===== config.mk =====
export PLATFORM = sky130hd
export DESIGN_NAME = image_signature_carver_flat
export DESIGN_NICKNAME = d
export VERILOG_FILES = /design/src/rtl/isc_pkg.sv /design/src/rtl/isc_byte_if.sv /design/src/rtl/isc_result_if.sv /design/src/rtl/isc_cfg_if.sv /design/src/rtl/image_signature_carver.sv /design/src/rtl/isc_scanner.sv /design/src/rtl/isc_result_buf.sv /design/src/flat_wrapper.sv
export SDC_FILE = /design/constraint.sdc
export NUM_CORES = 1
export LEC_CHECK = 0
export BUFFER_PORTS_ARGS = -buffer_cell sky130_fd_sc_hd__buf_2
export CAP_MARGIN = 10
export CORE_UTILIZATION = 35
export DETAILED_ROUTE_END_ITERATION = 6
export PLACE_DENSITY = 0.57
export RECOVER_POWER = 25
export SETUP_SLACK_MARGIN = 0.5
export SYNTH_ARGS = -nofsm -noshare
export SYNTH_HDL_FRONTEND = slang
export SYNTH_SLANG_ARGS = --single-unit

===== constraint.sdc =====
create_clock -name clk_i -period 11.01 [get_ports clk_i]
set_clock_uncertainty 0.15 [all_clocks]
set_input_delay 1.101 -clock clk_i [delete_from_list [all_inputs] [get_ports clk_i]]
set_output_delay 1.101 -clock clk_i [all_outputs]
set_load 0.02 [all_outputs]

===== src/rtl/isc_pkg.sv =====
package isc_pkg;

  // Fixed field widths of the channels.
  localparam int unsigned BYTE_W      = 8;
  localparam int unsigned FIELD_W     = 27;
  localparam int unsigned KIND_W      = 2;
  localparam int unsigned HIST_W      = 64;

  // Default width of the internal byte counter.
  localparam int unsigned OFFSET_BITS_DEF = 27;

  // Signatures and limits of the three image formats.
  localparam logic [63:0] PNG_SIG      = 64'h89504E470D0A1A0A;
  localparam logic [63:0] PNG_TRAILER  = 64'h49454E44AE426082;
  localparam logic [23:0] JPEG_SIG     = 24'hFFD8FF;
  localparam logic [15:0] JPEG_TRAILER = 16'hFFD9;
  localparam logic [7:0]  BMP_B        = 8'h42;
  localparam logic [7:0]  BMP_M        = 8'h4D;
  localparam logic [31:0] BMP_MIN_SIZE = 32'd14;
  localparam logic [31:0] BMP_MAX_SIZE = 32'd52428800;

  // Minimum distance from a header start to the last byte of its trailer.
  localparam int unsigned JPEG_GAP = 4;
  localparam int unsigned PNG_GAP  = 15;

  typedef enum logic [KIND_W-1:0] {
    KIND_JPEG = 2'd0,
    KIND_PNG  = 2'd1,
    KIND_BMP  = 2'd2
  } kind_e;

  // One carved image.
  typedef struct packed {
    kind_e              kind;
    logic [FIELD_W-1:0] start;
    logic [FIELD_W-1:0] length;
    logic               last;
  } res_t;

  // All results caused by one byte, first one in r0.
  typedef struct packed {
    logic [1:0] cnt;
    res_t       r0;
    res_t       r1;
  } step_res_t;

endpackage


===== src/rtl/isc_byte_if.sv =====
interface isc_byte_if;
  logic                       valid;
  logic                       ready;
  logic [isc_pkg::BYTE_W-1:0] data_byte;
  logic                       first_byte;

  modport source (output valid, output data_byte, output first_byte, input ready);
  modport sink (input valid, input data_byte, input first_byte, output ready);
endinterface


===== src/rtl/isc_result_if.sv =====
interface isc_result_if;
  logic                        valid;
  logic                        ready;
  logic [isc_pkg::KIND_W-1:0]  image_kind;
  logic [isc_pkg::FIELD_W-1:0] start_offset;
  logic [isc_pkg::FIELD_W-1:0] image_length;
  logic                        last_of_step;

  modport source (output valid, output image_kind, output start_offset,
                  output image_length, output last_of_step, input ready);
  modport sink (input valid, input image_kind, input start_offset,
                input image_length, input last_of_step, output ready);
endinterface


===== src/rtl/isc_cfg_if.sv =====
interface isc_cfg_if;
  logic                        valid;
  logic                        ready;
  logic [isc_pkg::FIELD_W-1:0] stream_length;

  modport source (output valid, output stream_length, input ready);
  modport sink (input valid, input stream_length, output ready);
endinterface


===== src/rtl/image_signature_carver.sv =====
// Image signature carver.
// A byte stream enters on byte_i, one request per byte; first_byte marks the
// first byte of a new stream and clears all scanners. JPEG, PNG and BMP
// scanners run side by side and each carved image comes out on result_o as
// kind, start offset and length, with last_of_step set on the final result
// caused by one byte. A byte causes zero, one or two results.
// cfg_i writes stream_length, which bounds BMP candidates; write it only
// while no byte is in flight. cfg_i is always ready.
// Results of a byte enter the result buffer as it leaves the input
// register; a second result is shown once the first is taken. Throughput
// is one byte per cycle, set by the input register feeding the scanners
// and a two-entry result buffer; a byte that causes two results leaves one
// result queued, and a later byte waits only while its results do not fit.
// When the receiver stalls, results wait in the two buffer entries; a byte
// whose results do not fit is held in the input register and byte_i.ready
// stays low until an entry frees up.
// Reset clears stream_length, the scanners and both buffers.
module image_signature_carver #(
  parameter int unsigned OFFSET_BITS = isc_pkg::OFFSET_BITS_DEF
) (
  input  logic          clk_i,
  input  logic          rst_ni,
  isc_byte_if.sink      byte_i,
  isc_cfg_if.sink       cfg_i,
  isc_result_if.source  result_o
);

  logic                        inq_valid_q;
  logic [isc_pkg::BYTE_W-1:0]  inq_byte_q;
  logic                        inq_first_q;
  logic [isc_pkg::FIELD_W-1:0] stream_length_q;
  logic                        accept, consume;
  logic [1:0]                  room;
  isc_pkg::step_res_t          step_res;

  // Configuration register.
  assign cfg_i.ready = 1'b1;

  always_ff @(posedge clk_i or negedge rst_ni) begin
    if (!rst_ni) begin
      stream_length_q <= '0;
    end else if (cfg_i.valid) begin
      stream_length_q <= cfg_i.stream_length;
    end
  end

  // Input register: a byte moves on once its results fit in the buffer.
  assign consume      = inq_valid_q && (step_res.cnt <= room);
  assign byte_i.ready = !inq_valid_q || consume;
  assign accept       = byte_i.valid && byte_i.ready;

  always_ff @(posedge clk_i or negedge rst_ni) begin
    if (!rst_ni) begin
      inq_valid_q <= 1'b0;
    end else if (accept) begin
      inq_valid_q <= 1'b1;
    end else if (consume) begin
      inq_valid_q <= 1'b0;
    end
  end

  always_ff @(posedge clk_i) begin
    if (accept) begin
      inq_byte_q  <= byte_i.data_byte;
      inq_first_q <= byte_i.first_byte;
    end
  end

  isc_scanner #(
    .OFFSET_BITS(OFFSET_BITS)
  ) u_scanner (
    .clk_i          (clk_i),
    .rst_ni         (rst_ni),
    .step_i         (consume),
    .data_byte_i    (inq_byte_q),
    .first_byte_i   (inq_first_q),
    .stream_length_i(stream_length_q),
    .res_o          (step_res)
  );

  isc_result_buf u_result_buf (
    .clk_i (clk_i),
    .rst_ni(rst_ni),
    .push_i(consume),
    .res_i (step_res),
    .room_o(room),
    .out   (result_o)
  );

`ifndef ASSERT_OFF
  // After a consumed byte that causes results, result_o is valid on the next cycle.
  assert property (@(posedge clk_i) disable iff (!rst_ni)
    consume && (step_res.cnt != 2'd0) |=> result_o.valid)
    else $error("result of consumed byte not presented");
`endif

endmodule


===== src/rtl/isc_scanner.sv =====
module isc_scanner #(
  parameter int unsigned OFFSET_BITS = isc_pkg::OFFSET_BITS_DEF
) (
  input  logic                        clk_i,
  input  logic                        rst_ni,
  input  logic                        step_i,
  input  logic [isc_pkg::BYTE_W-1:0]  data_byte_i,
  input  logic                        first_byte_i,
  input  logic [isc_pkg::FIELD_W-1:0] stream_length_i,
  output isc_pkg::step_res_t          res_o
);

  localparam int unsigned PW = OFFSET_BITS + 1;
  localparam int unsigned BW = ((OFFSET_BITS > 27) ? OFFSET_BITS : 27) + 1;
  localparam int unsigned SW = ((OFFSET_BITS > 26) ? OFFSET_BITS : 26) + 1;
  localparam logic [OFFSET_BITS-1:0] POS_MAX = {OFFSET_BITS{1'b1}};

  // Scanner state.
  logic [OFFSET_BITS-1:0]    pos_q, pos_d;
  logic [isc_pkg::HIST_W-1:0] hist_q, hist_d;
  logic                      jin_q, jin_d;
  logic [OFFSET_BITS-1:0]    jst_q, jst_d;
  logic                      pin_q, pin_d;
  logic [OFFSET_BITS-1:0]    pst_q, pst_d;
  logic [SW-1:0]             skip_q, skip_d;

  // State as seen by the current byte, after a new-stream clear.
  logic [OFFSET_BITS-1:0]    pos_c;
  logic [isc_pkg::HIST_W-1:0] hist_c;
  logic                      jin_c;
  logic [OFFSET_BITS-1:0]    jst_c;
  logic                      pin_c;
  logic [OFFSET_BITS-1:0]    pst_c;
  logic [SW-1:0]             skip_c;

  logic                      jpeg_done, jpeg_open, png_done, png_open;
  logic                      bmp_hdr, bmp_ok;
  logic [OFFSET_BITS-1:0]    bmp_pos;
  logic [31:0]               bmp_size;
  logic [BW-1:0]             bmp_pos_w, bmp_end_w, bmp_hdr_end_w;
  logic [PW-1:0]             jpeg_len, png_len;
  isc_pkg::res_t             pri_res, bmp_res;
  logic                      has_pri;

  // Zero-extend or truncate a counter value to the output field width.
  function automatic logic [isc_pkg::FIELD_W-1:0] to_field(input logic [32:0] v);
    to_field = v[isc_pkg::FIELD_W-1:0];
  endfunction

  always_comb begin
    if (first_byte_i) begin
      pos_c  = '0;
      hist_c = '0;
      jin_c  = 1'b0;
      jst_c  = '0;
      pin_c  = 1'b0;
      pst_c  = '0;
      skip_c = '0;
    end else begin
      pos_c  = pos_q;
      hist_c = hist_q;
      jin_c  = jin_q;
      jst_c  = jst_q;
      pin_c  = pin_q;
      pst_c  = pst_q;
      skip_c = skip_q;
    end
  end

  assign hist_d = {hist_c[isc_pkg::HIST_W-isc_pkg::BYTE_W-1:0], data_byte_i};

  // JPEG scanner: header opens, trailer at least four bytes on closes.
  assign jpeg_done = jin_c && (hist_d[15:0] == isc_pkg::JPEG_TRAILER) &&
                     (PW'(pos_c) >= PW'(jst_c) + PW'(isc_pkg::JPEG_GAP));
  assign jpeg_open = !jin_c && (hist_d[23:0] == isc_pkg::JPEG_SIG) &&
                     (PW'(pos_c) >= PW'(2));
  assign jpeg_len  = PW'(pos_c) - PW'(jst_c) + PW'(1);

  // PNG scanner: same structure with eight-byte patterns.
  assign png_done = pin_c && (hist_d == isc_pkg::PNG_TRAILER) &&
                    (PW'(pos_c) >= PW'(pst_c) + PW'(isc_pkg::PNG_GAP));
  assign png_open = !pin_c && (hist_d == isc_pkg::PNG_SIG) &&
                    (PW'(pos_c) >= PW'(7));
  assign png_len  = PW'(pos_c) - PW'(pst_c) + PW'(1);

  // BMP scanner: "BM" five bytes back, then a little-endian size.
  assign bmp_hdr  = (PW'(pos_c) >= PW'(5)) && (hist_d[47:40] == isc_pkg::BMP_B) &&
                    (hist_d[39:32] == isc_pkg::BMP_M);
  assign bmp_pos  = pos_c - OFFSET_BITS'(5);
  assign bmp_size = {hist_d[7:0], hist_d[15:8], hist_d[23:16], hist_d[31:24]};
  assign bmp_pos_w     = BW'(bmp_pos);
  assign bmp_hdr_end_w = bmp_pos_w + BW'(isc_pkg::BMP_MIN_SIZE);
  assign bmp_end_w     = bmp_pos_w + BW'(bmp_size[25:0]);
  assign bmp_ok = bmp_hdr && (bmp_pos_w >= BW'(skip_c)) &&
                  (bmp_hdr_end_w <= BW'(stream_length_i)) &&
                  (bmp_size >= isc_pkg::BMP_MIN_SIZE) &&
                  (bmp_size < isc_pkg::BMP_MAX_SIZE) &&
                  (bmp_end_w <= BW'(stream_length_i));

  // Next state.
  always_comb begin
    jin_d  = jin_c ? !jpeg_done : jpeg_open;
    jst_d  = jpeg_open ? (pos_c - OFFSET_BITS'(2)) : jst_c;
    pin_d  = pin_c ? !png_done : png_open;
    pst_d  = png_open ? (pos_c - OFFSET_BITS'(7)) : pst_c;
    skip_d = bmp_ok ? bmp_end_w[SW-1:0] : skip_c;
    pos_d  = (pos_c < POS_MAX) ? (pos_c + OFFSET_BITS'(1)) : POS_MAX;
  end

  // Results in kind order: JPEG or PNG first, then BMP.
  always_comb begin
    has_pri        = jpeg_done || png_done;
    pri_res.kind   = jpeg_done ? isc_pkg::KIND_JPEG : isc_pkg::KIND_PNG;
    pri_res.start  = jpeg_done ? to_field(33'(jst_c)) : to_field(33'(pst_c));
    pri_res.length = jpeg_done ? to_field(33'(jpeg_len)) : to_field(33'(png_len));
    pri_res.last   = !bmp_ok;
    bmp_res.kind   = isc_pkg::KIND_BMP;
    bmp_res.start  = to_field(33'(bmp_pos));
    bmp_res.length = bmp_size[isc_pkg::FIELD_W-1:0];
    bmp_res.last   = 1'b1;
    res_o.cnt      = 2'({1'b0, has_pri}) + 2'({1'b0, bmp_ok});
    res_o.r0       = has_pri ? pri_res : bmp_res;
    res_o.r1       = bmp_res;
  end

  always_ff @(posedge clk_i or negedge rst_ni) begin
    if (!rst_ni) begin
      pos_q  <= '0;
      hist_q <= '0;
      jin_q  <= 1'b0;
      jst_q  <= '0;
      pin_q  <= 1'b0;
      pst_q  <= '0;
      skip_q <= '0;
    end else if (step_i) begin
      pos_q  <= pos_d;
      hist_q <= hist_d;
      jin_q  <= jin_d;
      jst_q  <= jst_d;
      pin_q  <= pin_d;
      pst_q  <= pst_d;
      skip_q <= skip_d;
    end
  end

`ifndef ASSERT_OFF
  // A new-stream byte always leaves the counter at one.
  assert property (@(posedge clk_i) disable iff (!rst_ni)
    step_i && first_byte_i |=> pos_q == OFFSET_BITS'(1))
    else $error("byte counter not restarted by new stream");

  // A JPEG and a PNG trailer can never end on the same byte.
  assert property (@(posedge clk_i) disable iff (!rst_ni) !(jpeg_done && png_done))
    else $error("JPEG and PNG closed on one byte");
`endif

endmodule


===== src/rtl/isc_result_buf.sv =====
module isc_result_buf (
  input  logic               clk_i,
  input  logic               rst_ni,
  input  logic               push_i,
  input  isc_pkg::step_res_t res_i,
  output logic [1:0]         room_o,
  isc_result_if.source       out
);

  logic [1:0]    n_q, n_d;
  isc_pkg::res_t s0_q, s0_d, s1_q, s1_d;
  logic          pop;
  logic [1:0]    rem;
  logic [1:0]    push_cnt;
  isc_pkg::res_t head;

  assign pop      = (n_q != 2'd0) && out.ready;
  assign rem      = n_q - 2'({1'b0, pop});
  assign room_o   = 2'd2 - rem;
  assign push_cnt = push_i ? res_i.cnt : 2'd0;
  assign head     = pop ? s1_q : s0_q;

  // Shift out the taken result and append the new ones behind the rest.
  always_comb begin
    n_d = rem + push_cnt;
    case (rem)
      2'd2: begin
        s0_d = s0_q;
        s1_d = s1_q;
      end
      2'd1: begin
        s0_d = head;
        s1_d = res_i.r0;
      end
      default: begin
        s0_d = res_i.r0;
        s1_d = res_i.r1;
      end
    endcase
  end

  always_ff @(posedge clk_i or negedge rst_ni) begin
    if (!rst_ni) begin
      n_q <= 2'd0;
    end else begin
      n_q <= n_d;
    end
  end

  always_ff @(posedge clk_i) begin
    s0_q <= s0_d;
    s1_q <= s1_d;
  end

  assign out.valid        = (n_q != 2'd0);
  assign out.image_kind   = s0_q.kind;
  assign out.start_offset = s0_q.start;
  assign out.image_length = s0_q.length;
  assign out.last_of_step = s0_q.last;

`ifndef ASSERT_OFF
  // The two slots never overflow.
  assert property (@(posedge clk_i) disable iff (!rst_ni) n_q != 2'd3)
    else $error("result buffer overflow");

  // The second result of a byte is already waiting when the first is taken.
  assert property (@(posedge clk_i) disable iff (!rst_ni)
    out.valid && out.ready && !out.last_of_step |=> out.valid)
    else $error("second result of a byte missing");
`endif

endmodule

===== src/flat_wrapper.sv =====
// flat-port wrapper written by rule: the top's interface ports become plain ports
module image_signature_carver_flat 
#(
  parameter int unsigned OFFSET_BITS = isc_pkg::OFFSET_BITS_DEF
)
  (clk_i, rst_ni, byte_i_valid, byte_i_data_byte, byte_i_first_byte, byte_i_ready, cfg_i_valid, cfg_i_stream_length, cfg_i_ready, result_o_valid, result_o_image_kind, result_o_start_offset, result_o_image_length, result_o_last_of_step, result_o_ready);
  isc_byte_if byte_i_i ();
  isc_cfg_if cfg_i_i ();
  isc_result_if result_o_i ();
  input  logic clk_i;
  input  logic rst_ni;
  input wire logic [$bits(byte_i_i.valid)-1:0] byte_i_valid;
  input wire logic [$bits(byte_i_i.data_byte)-1:0] byte_i_data_byte;
  input wire logic [$bits(byte_i_i.first_byte)-1:0] byte_i_first_byte;
  output wire logic [$bits(byte_i_i.ready)-1:0] byte_i_ready;
  input wire logic [$bits(cfg_i_i.valid)-1:0] cfg_i_valid;
  input wire logic [$bits(cfg_i_i.stream_length)-1:0] cfg_i_stream_length;
  output wire logic [$bits(cfg_i_i.ready)-1:0] cfg_i_ready;
  output wire logic [$bits(result_o_i.valid)-1:0] result_o_valid;
  output wire logic [$bits(result_o_i.image_kind)-1:0] result_o_image_kind;
  output wire logic [$bits(result_o_i.start_offset)-1:0] result_o_start_offset;
  output wire logic [$bits(result_o_i.image_length)-1:0] result_o_image_length;
  output wire logic [$bits(result_o_i.last_of_step)-1:0] result_o_last_of_step;
  input wire logic [$bits(result_o_i.ready)-1:0] result_o_ready;
  assign byte_i_i.valid = byte_i_valid;
  assign byte_i_i.data_byte = byte_i_data_byte;
  assign byte_i_i.first_byte = byte_i_first_byte;
  assign byte_i_ready = byte_i_i.ready;
  assign cfg_i_i.valid = cfg_i_valid;
  assign cfg_i_i.stream_length = cfg_i_stream_length;
  assign cfg_i_ready = cfg_i_i.ready;
  assign result_o_valid = result_o_i.valid;
  assign result_o_image_kind = result_o_i.image_kind;
  assign result_o_start_offset = result_o_i.start_offset;
  assign result_o_image_length = result_o_i.image_length;
  assign result_o_last_of_step = result_o_i.last_of_step;
  assign result_o_i.ready = result_o_ready;
  image_signature_carver #(.OFFSET_BITS(OFFSET_BITS)) u_core (.clk_i(clk_i), .rst_ni(rst_ni), .byte_i(byte_i_i), .cfg_i(cfg_i_i), .result_o(result_o_i));
endmodule

# Word level (Yosys, flattened, before mapping)
# Cells that the tools add are included.
# classes
n_addsub,16
shifts,0
n_eq_ne,9
multipliers,0
n_mux,23
magnitude_cmp,12
bitwise_logic,1
n_div,0
n_reduce_logical,29
# op_table
operator,n
$pmux W57 S2,2
$mux W27,8
$mux W57,2
$ge A27 B28 Y1,3
$add A27 B1 Y27 const B,3
$eq A64 B63 Y1 const B,1
$eq A64 B64 Y1 const B,1
$add A27 B4 Y28 const B,2
$le A28 B27 Y1,2
$mux W28,2
$mux W56,1
$ge A27 B3 Y1 const B,2
$sub A27 B27 Y27,2
$sub A27 B3 Y27 const B,2
$ge A32 B4 Y1 const B,1
$lt A32 B26 Y1 const B,1
$add A27 B26 Y28,1
$add A27 B3 Y28 const B,1
$ge A27 B2 Y1 const B,1
$lt A27 B27 Y1 const B,1
$sub A27 B2 Y27 const B,1
$eq A24 B24 Y1 const B,1
$logic_and A1 B1 Y1,18
$eq A16 B16 Y1 const B,1
other kinds (16),30
# totals
rom_bits,0
latchBits,0
memories,0
ramBits,0
ff_bits,320
in_bits,41

# Logic depth before layout (Yosys ltp)
# Gate-level depths: netlist of run 1.
# depth
depth_word,15
depth_mapped,47
mapped_depth_nobuf,38

# Modules after synthesis
# From an unflattened synthesis of run 1, not the netlist that was laid out.
# hier_totals
hier_cells,2873
area_unflattened_um2,27019.7
# modules_own_cells
module,cells_each,n_inst,area_per_inst_um2
isc_scanner,2535,1,20319.5
isc_result_buf,258,1,5208.7
image_signature_carver,80,1,1491.4

# Worst setup path after synthesis of run 1
# No wires, ideal clock.
# synth_timing
kind,register -> register
start,register u_core.inq_first_q
end,register u_core.u_result_buf.n_q[1]
stages_incl_launch_ff,45
period_less_slack_ns,9.127
setup_time_ns,0.123
t_required_ns,10.737
t_arrival_ns,8.854
setup_slack_ns,1.883
path_buffers,10
cell_sequence,edfxtp_1 buf_6 buf_6 clkinv_2 buf_6 buf_2 clkbuf_1 clkbuf_1 clkbuf_1 nand2_1 ha_1 nand2b_1 a21oi_1 or2_1 xnor2_1 ha_1 a21oi_1 nor2b_1 [... 9 more ...] nand4_1 nor3_1 o21ai_0 or4_1 nor3_1 ha_1 inv_1 ha_1 nand2_1 o21ai_0 nand2_1 clkbuf_1 clkbuf_1 clkbuf_1 nor2_1 ha_1 xor2_1 xnor2_1
# synth_between
elab_chain_len,14
# synth_rtl
element,line_no,source
start: declaration,image_signature_carver.sv:30,logic inq_first_q;
start signal: assignment,image_signature_carver.sv:65,inq_first_q <= byte_i.first_byte;
"parallel branches: the longest is 9 deep, another holds $add A27 B4 Y28",--,
$add A1 B1 Y2 *,isc_scanner.sv:121,"res_o.cnt = 2'({1'b0, has_pri}) + 2'({1'b0, bmp_ok});"
$le A2 B2 Y1,image_signature_carver.sv:48,assign consume = inq_valid_q && (step_res.cnt <= room);
$logic_and A1 B1 Y1,image_signature_carver.sv:48,
$mux W2 *,isc_result_buf.sv:20,assign push_cnt = push_i ? res_i.cnt : 2'd0;
$add A2 B2 Y2 *,isc_result_buf.sv:25,n_d = rem + push_cnt;
net u_core.u_result_buf.n_d[1],isc_result_buf.sv:10,"logic [1:0] n_q, n_d;"
end signal: assignment,isc_result_buf.sv:46,n_q <= n_d;
end: declaration,isc_result_buf.sv:10,
# Mark *: on every way through the listed nets, which the timed path passes.
# A chain may end at the register's enable or synchronous reset.

# Worst setup path after layout of run 1
# layout_timing
start,register u_core.inq_first_q
end,output byte_i_ready
# layout_between
elab_chain_len,13
# layout_rtl
element,line_no,source
"parallel branches: the longest is 9 deep, another holds $add A27 B4 Y28",--,
$add A1 B1 Y2 *,isc_scanner.sv:121,
$le A2 B2 Y1 *,image_signature_carver.sv:48,
$logic_and A1 B1 Y1 *,image_signature_carver.sv:48,
$logic_or A1 B1 Y1 *,image_signature_carver.sv:49,assign byte_i.ready = !inq_valid_q || consume;
end: declaration,flat_wrapper.sv:15,output wire logic [$bits(byte_i_i.ready)-1:0] byte_i_ready;
# Mark *: on every way between the ends.

==> results.yml, run 1 <==
floorplan:
  fp.dieW_um: 276
  dieArea_sq_um: 76400
  start_util_pct: 35.4
  die_y_um: 276
  row_count: 100
  io_pins: 101
  coreArea_sq_um: 74400
route:
  routed_wl_mm: 100
  dr_wl_met3_mm: 8.40
  drcViolationCount: 0
  dr.pass1.iters: 6
  num_vias: 24000
  ant_nets: 0
  drt-vias-per-instance: 5.77
  drt-met1-wl_mm: 44.8
  post_drt_wl_per_cell_um: 24.0
  top_layer: "met5"
  dr.first_iter.drc_count: 2511
  routed-wl-met2_mm: 41.9
setup_path:
  worstSetupPathType: "flop to primary output"
  cp_common_cell: "ha_1"
  path_buf_inv: 5
  cp_max_fo: 79
  crit_family: "simple AND/OR/NAND/NOR gates"
  cp_slowest_cell: "buf_4"
  crit_path_end_kind: "primary output"
  crit_arrival_ns: 8.78
  rr_startpoint: "u_core.inq_first_q"
  cp-startpoint: "u_core.inq_first_q"
  cp-start-kind: "flop"
  critPathMaxStageDelay_ns: 0.72
  cp.required_ns: 9.76
logic_synthesis:
  syn_inst: 3116
  synth_xor_area_share_pct: 6.42
  synth_most_common_cell: "nand2_1"
  synthSimpleGateAreaFrac_pct: 22.5
  avgSynthCellArea_sq_um: 8.46
  yosys.area.top_type: "dfrtp_1"
  ys_async_sr_fraction_pct: 61.6
  muxShareOfSynthArea_pct: 2.49
  synth_compound_area_share_pct: 18.4
  synth_edf_count: 123
  yosys.area.top_type_share_pct: 18.7
  yosysSeqAreaShare_pct: 32.7
  synth_warnings: 0
  synth.top_cells.by_area: "dfrtp_1, edfxtp_1, ha_1"
  synthTopCellsByCount: "nand2_1, ha_1, o21ai_0"
  synth_area_sq_um: 26400
  syn-num-nets: 3425
  netlist-cell-type-count: 107
  synth_top_family_by_area: "simple AND/OR/NAND/NOR gates"
  ys_seq_elements: 320
  yosys.area_share.adder_pct: 12.8
  ys.flop_type: "dfrtp_1"
power_and_ir_drop:
  total_power_w: 0.00899
  comb_power_share_pct: 63.0
  power_leakage_nw: 12.5
  power_density_nw_per_um2: 307
  p_sw_w: 0.00455
  seqPwrFrac_pct: 21.4
  internal-power_w: 0.00444
  clkPwrFrac_pct: 15.6
  sw_frac_of_total_pct: 50.6
  ir_drop_mv: 0.205
cts:
  clock_latency_ns: 0.61
  cts_tree: "yes"
  root_buffer: "clkbuf_16"
  clock_path_buffers: 3
  htreeDepth: 2
  cts_setup_buffers: 0
  clk_pin_slew_worst_paths_ns: 0.06
  clock-sinks: 320
  cts_buffers: 40
finish:
  layout.cells.non_filler: 4170
  drive_gt1_share_pct: 10.7
  synthToLayoutAreaGrowth_pct: 11.2
  nNetsFinal: 3480
  diodes: 0
grt:
  overflow: 0
  track_usage_pct: 25.7
  grt_pass1_wl_mm: 148
  antenna_found_initial: 3
  grt_start_max_net_pins: 101
  grt_pass1_vias: 22400
placed_design:
  gp_congestion: 1.02
  place_hpwl_mm: 77.5
  place_inst: 4098
  portBuffers: 99
  pre_cts_ws_ns: 0.837
sta:
  worst_pin_slew_ns: 6.27
  finalMaxSlewViolations: 203
  min_period_over_period_pct: 91.1
  fin_worst_hold_slack_ns: 0.328
  finalSetupTns_ns: 0
  max_clock_freq_mhz: 99.7
  setup_slack_ns: 0.982
  fin_crit_ns: 10.03
  hold_violations: 0
  setup_viol: 0
  rsz0062_at_grt: "no"
  slew_headroom_pct: -318
status:
  violations: "max-capacitance violations, max-slew violations"
  outcome: "complete, but fails checks"
hold_path:
  hp-class: "flop to flop"
  hold_start: "u_core.u_scanner.hist_q[51]"
run:
  max_cap_viol_count: 3
registers in the layout, summed over array words and instances, names as in the netlist, 27 cells and up:
signal	flops
u_core.u_scanner.jst_q	27
u_core.u_scanner.skip_q	28
u_core.u_scanner.pos_q	27
u_core.u_result_buf.out.start_offset	27
u_core.u_result_buf.out.image_length	27
u_core.u_result_buf.s1_q	57
u_core.stream_length_q	27
u_core.u_scanner.pst_q	27
u_core.u_scanner.hist_q	56
layout make-up:
type | count | area [sq um]
Clock buffer | 45 | 1040
Clock inverter | 27 | 327
Fill cell | 7550 | 45100
Inverter | 150 | 566
Multi-Input combinational cell | 2495 | 16600
Sequential cell | 320 | 8620
Tap cell | 969 | 1210
Timing Repair Buffer | 164 | 987
power by group through the flow:
stage	Combinational, W	Clock (W)	Sequential [W]
after global routing	0.00613	0.00147	0.00195
final	0.00566	0.00140	0.00192
after CTS	0.00558	0.00143	0.00192
after floorplan	0.00369	0	0.00199
after detailed placement	0.00555	0	0.00194
after global placement	0.00555	0	0.00193
final timing paths:
path	endpoint	slack [ns]	cells past startpoint
hold / removal	u_core.u_scanner.hist_q[51]	0.33	2
min in group asynchronous	u_core.u_scanner.jst_q[25]	2.65	1
hold reg to reg	u_core.u_scanner.hist_q[51]	0.33	2
setup reg to reg	u_core.u_scanner.skip_q[9]	1.17	32
setup / recovery	byte_i_ready	0.98	31
max in group asynchronous	u_core.u_scanner.pos_q[8]	3.47	2
per-stage QoR:
stage	instance area [sq um]	utilization (%)
2_1_floorplan	26400	-
3_3_place_gp	27900	37.5
3_5_place_dp	27900	37.5
4_1_cts	29300	39.4
5_1_grt	29300	39.4
6_report	29300	39.4
metal layers:
metal,track usage [%],vias to the layer above
met5,0,-
met4,10.9,4
met3,4.72,193
met2,38.1,1033
met1,36.2,11500
li1,-,11300
worst register-to-register path, delay by kind of cell, from the launching register on:
kind,cells,cell delay [ns]
compound gates,10,1.97
xor+xnor,2,0.33
fa+ha+maj,4,1.27
buf+inv,3,1.60
flops,1,0.48
mux,1,0.27
simple gates,12,3.64
logic make-up (layout without fill, tap and decap cells):
group,count (synthesis),in the layout
buf+inv,301,386
compound gates,772,772
xor+xnor,190,190
other cells,1,1
fa+ha+maj,268,268
simple gates,1210,1210
mux,54,54
flops,320,320
cells in the final DEF (no fill, tap or decap), types with 24 or more instances in the layout:
cell type / Yosys / final
a21oi_1: 208 / 208
o22ai_1: 26 / 26
nor4_1: 40 / 40
o21ai_0: 227 / 225
inv_1: 146 / 145
nor3_1: 68 / 68
ha_1: 265 / 264
buf_4: 2 / 63
and3_1: 30 / 30
nand3_1: 78 / 78
and2_1: 45 / 44
xnor2_1: 138 / 137
a31oi_1: 34 / 34
nor2_1: 212 / 210
xor2_1: 50 / 50
nand4_1: 43 / 43
a21o_1: 32 / 32
buf_2: 27 / 95
dfrtp_1: 197 / 197
o21a_1: 24 / 24
a211oi_1: 40 / 40
edfxtp_1: 123 / 123
nor2b_1: 78 / 77
clkbuf_16: 0 / 40
nand2_1: 481 / 480
repair_timing:
action | CTS | global route
setup endpoints to repair | 0 | 83
gates resized for setup | 0 | 6
hold buffers | 0 | 0
hold endpoints to repair | 0 | 0
(Power assumes the default switching activity.)
==> run 2, diff against run 1 <==
--- a/config.mk
+++ b/config.mk
@@ -7,9 +7,10 @@
 export LEC_CHECK = 0
 export BUFFER_PORTS_ARGS = -buffer_cell sky130_fd_sc_hd__buf_2
 export CAP_MARGIN = 10
-export CORE_UTILIZATION = 35
+export CORE_UTILIZATION = 34
 export DETAILED_ROUTE_END_ITERATION = 6
-export PLACE_DENSITY = 0.57
+export GPL_TIMING_DRIVEN = 1
+export PLACE_DENSITY = 0.56
 export RECOVER_POWER = 25
 export SETUP_SLACK_MARGIN = 0.5
 export SYNTH_ARGS = -nofsm -noshare
==> run 2 against run 1 <==
The run still ends with max-capacitance violations, max-slew violations left. Cell area is 0.72% higher. Clock-buffer cell count is 14 higher. Total power grew 0.58%. Combinational power is essentially flat. Via count about the same. Sequential power hardly changed. Global-route usage increased by 0.35 points. Flip-flop and latch count is the same. Register-to-register slack improved by 0.32 ns. Worst setup slack better by 0.13 ns. Critical endpoint unchanged. Largest cell class unchanged.
==> results.yml, run 2 (synthesized netlist as in run 1, its figures left out) <==
status:
  outcome: "complete, but fails checks"
  violations: "max-capacitance violations, max-slew violations"
cts:
  cts_tree: "yes"
  clock_latency_ns: 0.60
  cts_setup_buffers: 0
  clk_pin_slew_worst_paths_ns: 0.06
  cts_buffers: 41
  htreeDepth: 2
  root_buffer: "clkbuf_16"
  clock_path_buffers: 3
  clock-sinks: 320
route:
  num_vias: 24000
  post_drt_wl_per_cell_um: 24.3
  drt-vias-per-instance: 5.66
  drcViolationCount: 0
  ant_nets: 0
  dr.first_iter.drc_count: 2613
  routed_wl_mm: 103
  dr.pass1.iters: 5
grt:
  grt_pass1_wl_mm: 152
  antenna_found_initial: 6
  grt_pass1_vias: 22800
  overflow: 0
  track_usage_pct: 26.0
  grt_start_max_net_pins: 119
sta:
  min_period_over_period_pct: 89.9
  max_clock_freq_mhz: 101
  setup_viol: 0
  finalSetupTns_ns: 0
  finalMaxSlewViolations: 256
  hold_violations: 0
  fin_crit_ns: 9.90
  rsz0062_at_grt: "no"
  worst_pin_slew_ns: 5.02
  setup_slack_ns: 1.11
  slew_headroom_pct: -234
finish:
  fin_util_pct: 38.7
  drive_gt1_share_pct: 10.7
  reg_top3: "u_core.u_result_buf.s1_q x57, u_core.u_scanner.hist_q x56, u_core.u_scanner.skip_q x28"
  largest_reg_flops: 57
  layout_common_cells: "nand2_1, ha_1, o21ai_0"
  nNetsFinal: 3489
  synthToLayoutAreaGrowth_pct: 12.0
  layout_commonest_cell: "nand2_1"
  regMostFlops: "u_core.u_result_buf.s1_q"
setup_path:
  rrSetupSlack_ns: 1.49
  cp_slowest_cell: "edfxtp_1"
  cp-start-kind: "flop"
  rr_startpoint: "u_core.inq_first_q"
  critPathMaxStageDelay_ns: 0.52
  path_buf_inv: 5
  cp_common_cell: "ha_1"
  crit_path_end_kind: "primary output"
  r2r-end: "u_core.u_scanner.skip_q[16]"
  crit_family: "compound AO/OA/AOI/OAI gates"
  cp_max_fo: 50
  crit_arrival_ns: 8.64
  worstSetupPathType: "flop to primary output"
  r2r_cells: 35
  cp.required_ns: 9.76
placed_design:
  place_hpwl_mm: 79.4
  pre_cts_ws_ns: 1.02
  gp_congestion: 1.00
  portBuffers: 99
floorplan:
  io_pins: 101
  dieArea_sq_um: 78600
  fp.dieW_um: 280
  die_y_um: 280
  row_count: 101
  coreArea_sq_um: 76300
  start_util_pct: 34.5
hold_path:
  hold_path_depth: 1
  whs_endpoint: "u_core.u_scanner.skip_q[27]"
  hold_start: "u_core.u_scanner.skip_q[27]"
  hp-class: "flop to flop"
power_and_ir_drop:
  ir_drop_mv: 0.204
  power_density_nw_per_um2: 306
  power_leakage_nw: 12.6
  total_power_w: 0.00904
run:
  max_cap_viol_count: 4
==> run 2: timing repair <==
item,in CTS,in global routing
setup endpoints to repair,0,82
resized for setup,0,9
hold buffers,0,0
endpoints found under the hold margin,0,0
==> run 2: worst max path at each step <==
stage                                   start                          end  slack, ns  cells past startpoint
CTS                 u_core.u_scanner.pos_q[1]                 byte_i_ready       0.57                     32
global route               u_core.inq_first_q                 byte_i_ready       0.50                     33
detailed placement  u_core.u_scanner.pos_q[1]  u_core.u_scanner.skip_q[10]       1.02                     33
global placement    u_core.u_scanner.pos_q[1]   u_core.u_scanner.skip_q[9]       1.40                     33
floorplan                  u_core.inq_first_q   u_core.u_result_buf.n_q[1]       1.88                     44
finish                     u_core.inq_first_q                 byte_i_ready       1.11                     34
==> run 2: metal layers <==
| metal | vias to the layer above | routed length, um | GRT usage, % | part of all wire, % |
|---|---|---|---|---|
| met1 | 11500 | 45700 | 35.8 | 44 |
| met5 | - | 56 | 0 | 0.054 |
| met2 | 1004 | 44100 | 39.3 | 43 |
| li1 | 11300 | - | - | - |
| met3 | 200 | 8510 | 4.93 | 8.3 |
| met4 | 8 | 4720 | 11.7 | 4.6 |
==> run 2: cell type report <==
cell class / count / area, sq um
fillers: 7890 / 46800
multi-input cells: 2495 / 16600
flip-flops and latches: 320 / 8620
well taps: 1030 / 1290
clock buffers: 59 / 1150
repair buffers: 172 / 1060
inverters: 150 / 564
clock inverters: 15 / 256
diodes: 1 / 2.50
==> run 2: metrics by stage <==
step,hold slack [ns],std cells,area [sq um]
after floorplan,0.292,3116,26400
after global placement,0.313,4166,28100
after detailed placement,0.321,4166,28100
after CTS,0.335,4240,29500
after global routing,0.345,4241,29500
final,0.333,4242,29500
==> run 2: power breakdown <==
group	switching, W	internal [W]
Combinational	0.00375	0.00193
Sequential	0.000197	0.00171
Clock	0.000574	0.000872
